## config.mk

```make
export PLATFORM = sky130hd
export DESIGN_NAME = postfix_expression_evaluator_core_flat
export DESIGN_NICKNAME = d
export VERILOG_FILES = /design/src/sv/pfe_pkg.sv /design/src/sv/pfe_if.sv /design/src/sv/pfe_divider.sv /design/src/sv/postfix_expression_evaluator_core.sv /design/src/flat_wrapper.sv
export SDC_FILE = /design/constraint.sdc
export NUM_CORES = 2
export LEC_CHECK = 0
export BUFFER_PORTS_ARGS = -buffer_cell sky130_fd_sc_hd__buf_2
export CORE_MARGIN = 2
export CORE_UTILIZATION = 53
export CTS_CLUSTER_DIAMETER = 80
export DETAILED_ROUTE_END_ITERATION = 8
export GPL_TIMING_DRIVEN = 1
export PLACE_DENSITY = 0.76
export SYNTH_ARGS = -nofsm -noshare
export SYNTH_HDL_FRONTEND = slang
export SYNTH_SLANG_ARGS = --single-unit
```

## constraint.sdc

```tcl
create_clock -name clk -period 24.3 [get_ports clk]
set_input_delay 4.86 -clock clk [delete_from_list [all_inputs] [get_ports clk]]
set_output_delay 4.86 -clock clk [all_outputs]
set_load 0.02 [all_outputs]
```

## src/sv/pfe_pkg.sv

```systemverilog
// Package for the postfix expression evaluator: status codes, sequencer states,
// character constants and the divider status struct.
// Depends on nothing; every other file but pfe_if imports it.
package pfe_pkg;

	// Result status codes, in the order the result channel encodes them.
	typedef enum logic [2:0] {
		ST_OK         = 3'd0,
		ST_UNDERFLOW  = 3'd1,
		ST_OVERFLOW   = 3'd2,
		ST_DIVZERO    = 3'd3,
		ST_UNBALANCED = 3'd4
	} status_t;

	// Sequencer states of the top level.
	typedef enum logic [2:0] {
		S_IDLE,
		S_EXEC,
		S_DIVW,
		S_FRD,
		S_FIN
	} state_t;

	// Characters that the evaluator recognizes.
	localparam logic [7:0] CH_0     = 8'h30;
	localparam logic [7:0] CH_9     = 8'h39;
	localparam logic [7:0] CH_PLUS  = 8'h2B;
	localparam logic [7:0] CH_MINUS = 8'h2D;
	localparam logic [7:0] CH_STAR  = 8'h2A;
	localparam logic [7:0] CH_SLASH = 8'h2F;

	// Status of the divider, seen by the sequencer.
	typedef struct packed {
		logic busy;
		logic done;
	} div_stat_t;

endpackage

```

## src/sv/pfe_if.sv

```systemverilog
// Channel interfaces of the postfix expression evaluator: the symbol stream in
// and the result stream out. Depends on nothing.
interface pfe_sym_if;
	logic       valid;
	logic       ready;
	logic [7:0] symbol;
	logic       end_of_expression;

	modport source(output valid, output symbol, output end_of_expression, input ready);
	modport sink(input valid, input symbol, input end_of_expression, output ready);
endinterface

interface pfe_res_if #(
	parameter int VALUE_BITS = 32
);
	logic                         valid;
	logic                         ready;
	logic signed [VALUE_BITS-1:0] value;
	logic [2:0]                   status;

	modport source(output valid, output value, output status, input ready);
	modport sink(input valid, input value, input status, output ready);
endinterface

```

## src/sv/pfe_divider.sv

```systemverilog
// Signed restoring divider, one quotient bit per cycle, truncating toward zero.
// Depends on pfe_pkg for the status struct.
module pfe_divider import pfe_pkg::*; #(
	parameter int W = 32
) (
	input  logic         clk,
	input  logic         arst_n,
	input  logic         start,
	input  logic [W-1:0] num,
	input  logic [W-1:0] den,
	output logic [W-1:0] quotient,
	output div_stat_t    stat
);

	localparam int CW = $clog2(W + 1);

	logic [CW-1:0] count_q;
	logic          done_q;
	logic          neg_q;
	logic [W-1:0]  quo_q;
	logic [W-1:0]  den_q;
	logic [W-1:0]  rem_q;
	logic [W:0]    rem_shift;
	logic [W:0]    rem_sub;
	logic [W-1:0]  num_mag;
	logic [W-1:0]  den_mag;

	// Operand magnitudes; the most negative value maps to its own bit pattern,
	// which is correct as an unsigned magnitude.
	assign num_mag = num[W-1] ? (~num + W'(1)) : num;
	assign den_mag = den[W-1] ? (~den + W'(1)) : den;

	// One restoring step. The remainder stays below the divisor, so it fits
	// in W bits and only the shifted value needs the extra bit.
	assign rem_shift = {rem_q, quo_q[W-1]};
	assign rem_sub   = rem_shift - {1'b0, den_q};

	// Control: count the steps and flag the cycle after the last one.
	always_ff @(posedge clk or negedge arst_n) begin
		if (!arst_n) begin
			count_q <= '0;
			done_q  <= 1'b0;
		end else begin
			done_q <= (count_q == CW'(1));
			if (start) begin
				count_q <= CW'(W);
			end else if (count_q != '0) begin
				count_q <= count_q - CW'(1);
			end
		end
	end

	// Datapath: the dividend shifts out of the quotient register as bits enter.
	always_ff @(posedge clk) begin
		if (start) begin
			neg_q <= num[W-1] ^ den[W-1];
			quo_q <= num_mag;
			den_q <= den_mag;
			rem_q <= '0;
		end else if (count_q != '0) begin
			if (!rem_sub[W]) begin
				rem_q <= rem_sub[W-1:0];
				quo_q <= {quo_q[W-2:0], 1'b1};
			end else begin
				rem_q <= rem_shift[W-1:0];
				quo_q <= {quo_q[W-2:0], 1'b0};
			end
		end
	end

	assign quotient  = neg_q ? (~quo_q + W'(1)) : quo_q;
	assign stat.busy = (count_q != '0);
	assign stat.done = done_q;

endmodule

```

## src/sv/postfix_expression_evaluator_core.sv

```systemverilog
// Postfix expression evaluator top level: stack memory, sequencer and result
// register. Depends on pfe_pkg, pfe_if and pfe_divider.
//
// Usage: characters of a postfix expression arrive as beats on the expr
// channel, one character per beat, the last one marked by end_of_expression.
// A digit pushes its value onto a stack of signed VALUE_BITS-bit entries; any
// other character pops two operands and pushes their sum, difference, product,
// truncated quotient, or zero for an unknown symbol. After the marked beat
// one result beat (value, status) leaves on the result channel.
// Steps per character: a digit is pushed as it is taken; +, - and * first
// read both operands from the two-port synchronous stack, then compute and
// write back; / waits on the one-bit-per-cycle divider and takes no character meanwhile.
// After the marked character the bottom entry is read from the stack
// memory and the result register is loaded.
// After an error the remaining characters up to the mark are taken unevaluated.
// The result sits in an output register, so a stalled receiver holds only the
// next expression's end: characters are still taken until a second result
// would have to be loaded.
// Reset clears the stack depth, the error code and the result valid flag; the
// stack memory itself needs no clearing since only pushed entries are read.
module postfix_expression_evaluator_core import pfe_pkg::*; #(
	parameter int STACK_ENTRIES = 64,
	parameter int VALUE_BITS    = 32
) (
	input  logic            clk,
	input  logic            arst_n,
	pfe_sym_if.sink         expr,
	pfe_res_if.source       result
);

	localparam int W  = VALUE_BITS;
	localparam int AW = (STACK_ENTRIES > 1) ? $clog2(STACK_ENTRIES) : 1;
	localparam int DW = $clog2(STACK_ENTRIES + 1);

	state_t          state_q, state_d;
	logic [DW-1:0]   depth_q, depth_d;
	status_t         err_q, err_d;
	logic [7:0]      sym_q;
	logic            last_q;

	logic [W-1:0]    stack_mem [STACK_ENTRIES];
	logic [W-1:0]    rd_r_q, rd_l_q;
	logic [AW-1:0]   raddr_r, raddr_l;
	logic            mem_we;
	logic [AW-1:0]   mem_waddr;
	logic [W-1:0]    mem_wdata;

	logic [DW-1:0]   depth_m1, depth_m2;
	logic            accept;
	logic            is_digit;
	logic [7:0]      digit;
	logic [W-1:0]    prod_low;
	logic [W-1:0]    alu_res;

	logic            div_start;
	logic [W-1:0]    div_quo;
	div_stat_t       div_stat;

	logic            out_load;
	logic            out_valid_q;
	logic [W-1:0]    out_value_q;
	status_t         out_status_q;
	status_t         fin_status;

	assign accept   = expr.valid && expr.ready;
	assign depth_m1 = depth_q - DW'(1);
	assign depth_m2 = depth_q - DW'(2);
	assign is_digit = (expr.symbol >= CH_0) && (expr.symbol <= CH_9);
	assign digit    = expr.symbol - CH_0;

	// Stack read addresses: top two entries, or the bottom entry at the end.
	assign raddr_r = depth_m1[AW-1:0];
	assign raddr_l = (state_q == S_FRD || state_q == S_FIN) ? '0 : depth_m2[AW-1:0];

	// Stack memory: one write port, two registered read ports.
	always_ff @(posedge clk) begin
		if (mem_we) begin
			stack_mem[mem_waddr] <= mem_wdata;
		end
		rd_r_q <= stack_mem[raddr_r];
		rd_l_q <= stack_mem[raddr_l];
	end

	// Arithmetic on the two operands read from the stack; the product wraps
	// to the entry width.
	assign prod_low = rd_l_q * rd_r_q;
	always_comb begin
		case (sym_q)
			CH_PLUS:  alu_res = rd_l_q + rd_r_q;
			CH_MINUS: alu_res = rd_l_q - rd_r_q;
			CH_STAR:  alu_res = prod_low;
			default:  alu_res = '0;
		endcase
	end

	pfe_divider #(
		.W(W)
	) u_div (
		.clk     (clk),
		.arst_n  (arst_n),
		.start   (div_start),
		.num     (rd_l_q),
		.den     (rd_r_q),
		.quotient(div_quo),
		.stat    (div_stat)
	);

	// Final status of the expression.
	assign fin_status = (err_q == ST_OK && depth_q != DW'(1)) ? ST_UNBALANCED : err_q;

	// Sequencer state register and item latch.
	always_ff @(posedge clk or negedge arst_n) begin
		if (!arst_n) begin
			state_q <= S_IDLE;
			depth_q <= '0;
			err_q   <= ST_OK;
		end else begin
			state_q <= state_d;
			depth_q <= depth_d;
			err_q   <= err_d;
		end
	end

	always_ff @(posedge clk) begin
		if (accept) begin
			sym_q  <= expr.symbol;
			last_q <= expr.end_of_expression;
		end
	end

	// Sequencer next state and controls.
	always_comb begin
		state_d    = state_q;
		depth_d    = depth_q;
		err_d      = err_q;
		mem_we     = 1'b0;
		mem_waddr  = depth_m2[AW-1:0];
		mem_wdata  = alu_res;
		div_start  = 1'b0;
		out_load   = 1'b0;
		expr.ready = 1'b0;
		unique case (state_q)
			S_IDLE: begin
				expr.ready = 1'b1;
				if (expr.valid) begin
					state_d = expr.end_of_expression ? S_FRD : S_IDLE;
					if (err_q == ST_OK) begin
						if (is_digit) begin
							if (depth_q >= DW'(STACK_ENTRIES)) begin
								err_d = ST_OVERFLOW;
							end else begin
								mem_we    = 1'b1;
								mem_waddr = depth_q[AW-1:0];
								mem_wdata = W'(digit);
								depth_d   = depth_q + DW'(1);
							end
						end else if (depth_q < DW'(2)) begin
							err_d = ST_UNDERFLOW;
						end else begin
							state_d = S_EXEC;
						end
					end
				end
			end
			S_EXEC: begin
				if (sym_q == CH_SLASH) begin
					if (rd_r_q == '0) begin
						err_d   = ST_DIVZERO;
						state_d = last_q ? S_FRD : S_IDLE;
					end else begin
						div_start = 1'b1;
						state_d   = S_DIVW;
					end
				end else begin
					mem_we  = 1'b1;
					depth_d = depth_m1;
					state_d = last_q ? S_FRD : S_IDLE;
				end
			end
			S_DIVW: begin
				if (div_stat.done) begin
					mem_we    = 1'b1;
					mem_wdata = div_quo;
					depth_d   = depth_m1;
					state_d   = last_q ? S_FRD : S_IDLE;
				end
			end
			S_FRD: begin
				state_d = S_FIN;
			end
			S_FIN: begin
				if (!out_valid_q || result.ready) begin
					out_load = 1'b1;
					depth_d  = '0;
					err_d    = ST_OK;
					state_d  = S_IDLE;
				end
			end
			default: begin
				state_d = S_IDLE;
			end
		endcase
	end

	// Result register: holds one beat until the receiver takes it.
	always_ff @(posedge clk or negedge arst_n) begin
		if (!arst_n) begin
			out_valid_q <= 1'b0;
		end else if (out_load) begin
			out_valid_q <= 1'b1;
		end else if (result.ready) begin
			out_valid_q <= 1'b0;
		end
	end

	always_ff @(posedge clk) begin
		if (out_load) begin
			out_status_q <= fin_status;
			out_value_q  <= (fin_status == ST_OK) ? rd_l_q : '0;
		end
	end

	assign result.valid  = out_valid_q;
	assign result.value  = out_value_q;
	assign result.status = out_status_q;

	// The stack depth never passes the number of entries.
	a_depth_bound: assert property (@(posedge clk) disable iff (!arst_n)
		depth_q <= DW'(STACK_ENTRIES))
		else $error("stack depth beyond capacity");

	// An error result always carries a zero value.
	a_err_zero: assert property (@(posedge clk) disable iff (!arst_n)
		(result.valid && result.status != ST_OK) |-> (result.value == '0))
		else $error("error result with nonzero value");

	// The divider is idle whenever a new character can be taken.
	a_div_idle: assert property (@(posedge clk) disable iff (!arst_n)
		(state_q == S_IDLE) |-> !div_stat.busy)
		else $error("divider busy while taking characters");

	// The first error of an expression is kept until the result is loaded.
	a_err_kept: assert property (@(posedge clk) disable iff (!arst_n)
		(err_q != ST_OK && !out_load) |=> (err_q == $past(err_q)))
		else $error("pending error overwritten");

	// The result register is loaded only when it is free or being emptied.
	a_no_overrun: assert property (@(posedge clk) disable iff (!arst_n)
		(out_valid_q && !result.ready) |-> !out_load)
		else $error("result overwritten while stalled");

endmodule

```

## src/flat_wrapper.sv

```systemverilog
// flat-port wrapper written by rule: the top's interface ports become plain ports
module postfix_expression_evaluator_core_flat import pfe_pkg::*;
#(
	parameter int STACK_ENTRIES = 64,
	parameter int VALUE_BITS    = 32
)
  (clk, arst_n, expr_valid, expr_symbol, expr_end_of_expression, expr_ready, result_valid, result_value, result_status, result_ready);
  pfe_sym_if expr_i ();
  pfe_res_if #(.VALUE_BITS(VALUE_BITS)) result_i ();
  input  logic clk;
  input  logic arst_n;
  input wire logic [$bits(expr_i.valid)-1:0] expr_valid;
  input wire logic [$bits(expr_i.symbol)-1:0] expr_symbol;
  input wire logic [$bits(expr_i.end_of_expression)-1:0] expr_end_of_expression;
  output wire logic [$bits(expr_i.ready)-1:0] expr_ready;
  output wire logic [$bits(result_i.valid)-1:0] result_valid;
  output wire logic [$bits(result_i.value)-1:0] result_value;
  output wire logic [$bits(result_i.status)-1:0] result_status;
  input wire logic [$bits(result_i.ready)-1:0] result_ready;
  assign expr_i.valid = expr_valid;
  assign expr_i.symbol = expr_symbol;
  assign expr_i.end_of_expression = expr_end_of_expression;
  assign expr_ready = expr_i.ready;
  assign result_valid = result_i.valid;
  assign result_value = result_i.value;
  assign result_status = result_i.status;
  assign result_i.ready = result_ready;
  postfix_expression_evaluator_core #(.STACK_ENTRIES(STACK_ENTRIES), .VALUE_BITS(VALUE_BITS)) u_core (.clk(clk), .arst_n(arst_n), .expr(expr_i), .result(result_i));
endmodule
```

==> metrics.txt <==
Max Fanout on Critical Path 64; Clock Path Buffers 3; Post-Syn Area ~120000 sq um; main combinational cell family by area after synthesis multiplexers; Synth Area in Simple Gates about 6.4%; cell family with the largest share of critical-path delay adder cells; Worst Setup End Kind flop; Die Height 488 um; setup total negative slack 0 ps; top-count cell post-synth edfxtp_1; Cells after Synth approximately 8500; crit share post-route a little over a third; setup bufs post-CTS 0; Worst Setup Start Kind flop; crit-path max cell delay about 1100 ps; sequential share of the synthesized area around 54%; xor and xnor area share after synthesis between 1.5 and 2%; most used cell, CP fa_1; R2R Path End u_core.stack_mem[22][31]$_DFFE_PP_; DP HPWL roughly 250 mm; via count 83900; syn_area_per_cell 14.7 sq um; Synth top area share 52.1%; Final ANT Viol Nets 0; Worst path depth 24; final setup margin 15660 ps; outcome finished with violations; Critical Setup Path Class reg -> reg; Synth Flop Type edfxtp_1; Synth area leaders edfxtp_1 (52%), mux4_2 (17%), fa_1 (6.6%); wire length per cell 34.6 um; DRC violations left 0; area leader, netlist edfxtp_1; Sink Count 2273; largest net degree at the start of global routing ~170; reg2reg start u_core.rd_r_q[6]$_DFF_P_; Period minus WS final between 8000 and 9000 ps; failing checks max-capacitance violations, max-slew violations; I/O pin cnt 50; maxcap violations 2; initial antenna violation count 39; Storage cell area approximately 67000 sq um; Post-Place Worst Slack 15180 ps; Initial Utilization 53.4%; drt pass-1 iters 6; H-tree depth 4; final hold vios 0; final instance area approximately 140000 sq um; total die area 238000 sq um; Post-Synth Adder-Cell Area about 8.6%; CP startpoint u_core.rd_r_q[6]$_DFF_P_; Util after Layout 58.9%; area of the multi-input gates 54100 sq um; vias in the first global route approximately 83000; CP Buf/Inv Count 5; Buffers on Ports 49; Placer Congestion between 0.9 and 1; Async S/R FF share, synth 0.880%; hold_buf cts 0; Via density 7.18; Reg2Reg Setup Slack about 16000 ps; Yosys cell types 78; Achievable Freq roughly 0.12 GHz; proportion of layout cells with a drive suffix above 1 20.4%; crit-path cells buf_4 > and2_1 > fa_1 > fa_1 > fa_1 > inv_1 > fa_1 > inv_1 > fa_1 > inv_1 > fa_1 > inv_1 > fa_1 > fa_1 > ha_1 > a21o_1 > a21o_1 > a211o_1 > a21o_1 > a211o_1 > nand3_1 > o21ai_0 > xnor2_1 > a221o_2; CTS tree yes; FP Rows between 150 and 200; gr usage total roughly a third; EDFF count, synth between 2000 and 2500; drt total wl 405 mm; post_cts resized 0; core area ~230000 sq um; Clock Pin Slew Worst Setup and Hold Paths 60 ps; post-synthesis mux area share 18.5%; DRT iter0 DRCs 13800; Synth top cells by count edfxtp_1 (2157), mux4_2 (928), nand2_1 (733); unrepaired setup endpoints after global routing no; clk_lat worst skew 940 ps; Die X roughly 490 um; synthesized flop and latch total 2273; CTS Buf Count about 220; Relative slew margins -2.12%; Worst Hold Launch u_core.u_div.rem_q[23]$_SDFFE_PP0P_; Syn Nets ~9000; clk root buf clkbuf_16; Final nets 8971; Area Growth Syn to Fin 10.3%; Synthesis Warnings 0; Fillers 17100; Hold Crit Class reg -> reg; CP Data Arrival Time 9130 ps; Slew @ Worst Pin between 1500 and 2000 ps; crit path capture u_core.stack_mem[22][31]$_DFFE_PP_; Post-DP Area 129000 sq um; Max Transition Viols Final 35; gr ovfl total 0; Req. time, crit path 24790 ps; worst r2r path cells 24; Final setup viols 0; post-synthesis compound-gate area fraction about 7.3%; crit path max-delay cell type a221o_2; global-route wire length before repair 580 mm; Final Skew 127 ps
-- worst register-to-register path: stages, from the launching register on --
cell and delay [ps]:
dfxtp_1 310, buf_4 360, and2_1 280, fa_1 450
fa_1 490, fa_1 540, inv_1 50, fa_1 480
inv_1 50, fa_1 500, inv_1 60, fa_1 540
inv_1 60, fa_1 490, fa_1 420, ha_1 350
a21o_1 200, a21o_1 170, a211o_1 300, a21o_1 190
a211o_1 370, nand3_1 100, o21ai_0 120, xnor2_1 250
a221o_2 1060
-- placed cells by master, fill, tap and decap left out, types with 49 or more instances in the layout --
master	netlist	routed
inv_1	442	442
a31oi_1	96	95
ha_1	199	198
dfxtp_1	96	95
nand3_1	96	92
xor2_1	105	105
mux2i_1	208	208
a22oi_1	51	51
fa_1	410	410
buf_4	0	243
a21oi_1	303	303
nor2_4	0	72
edfxtp_1	2157	2157
buf_2	41	49
o221ai_1	139	136
clkbuf_16	0	224
nor3_1	64	63
nor2_1	202	129
xnor2_1	152	148
a21o_1	49	49
o211ai_1	56	56
o21ai_0	509	496
and2_1	344	344
mux4_2	928	928
nand2_1	733	728
-- metal layers --
layer  wire (um)  up-vias  GRT usage, %
li1            -    32500             -
met1      137000    42400          44.2
met2      177000     7549          49.6
met3       65000     1407          12.9
met4       24800       36          17.5
met5         212        -         0.612
-- per-stage QoR --
| stage | hold slack, ps | instances |
|---|---|---|
| 2_1_floorplan | 467 | 8452 |
| 3_3_place_gp | 488 | 11300 |
| 3_5_place_dp | 511 | 11300 |
| 4_1_cts | 520 | 11700 |
| 5_1_grt | 544 | 11700 |
| 6_report | 515 | 11700 |
-- final cells by class --
cell class	count	area share [%]
Sequential cell	2273	49.0
Multi-Input combinational cell	5106	39.4
Clock buffer	257	4.19
Tap cell	3132	2.86
Timing Repair Buffer	301	1.64
Clock inverter	167	1.58
Inverter	443	1.22
Antenna cell	18	0.0329
-- flip-flops by register name, indices dropped and copies added (netlist names) --
name,count
u_core.err_q,2
u_core.u_div.quo_q,32
u_core.depth_q,7
u_core.u_div.count_q,6
u_core.stack_mem,2048
u_core.result.valid,1
u_core.u_div.rem_q,32
u_core.u_div.neg_q,1
u_core.rd_l_q,32
u_core.result.value,32
u_core.rd_r_q,32
u_core.sym_q,8
u_core.last_q,1
u_core.result.status,3
u_core.state_q,3
u_core.u_div.done_q,1
u_core.u_div.den_q,32
-- how the worst min path moves through the flow --
stage / slack (ps) / end / cells after the start
after floorplan: 470 / u_core.u_div.rem_q[1]$_SDFFE_PP0P_ / 2
after global placement: 490 / u_core.u_div.rem_q[23]$_SDFFE_PP0P_ / 2
after detailed placement: 510 / u_core.u_div.rem_q[23]$_SDFFE_PP0P_ / 2
after CTS: 520 / u_core.u_div.rem_q[23]$_SDFFE_PP0P_ / 2
after global routing: 540 / u_core.u_div.rem_q[23]$_SDFFE_PP0P_ / 2
final: 510 / u_core.u_div.rem_q[23]$_SDFFE_PP0P_ / 2
-- kinds of logic (layout without fill, tap and decap cells) --
group / after synthesis / count (layout)
AOI/OAI and AO/OA: 1449 / 1449
xor gates and xnor gates: 257 / 257
adders and majority gates: 609 / 609
buffers and inverters: 1073 / 1168
DFF: 2273 / 2273
muxes: 1136 / 1136
other: 0 / 18
and+or+nand+nor: 1655 / 1655
Power is not shown: default switching activity piles up to over one toggle a cycle in this logic, so the estimate is an artifact.
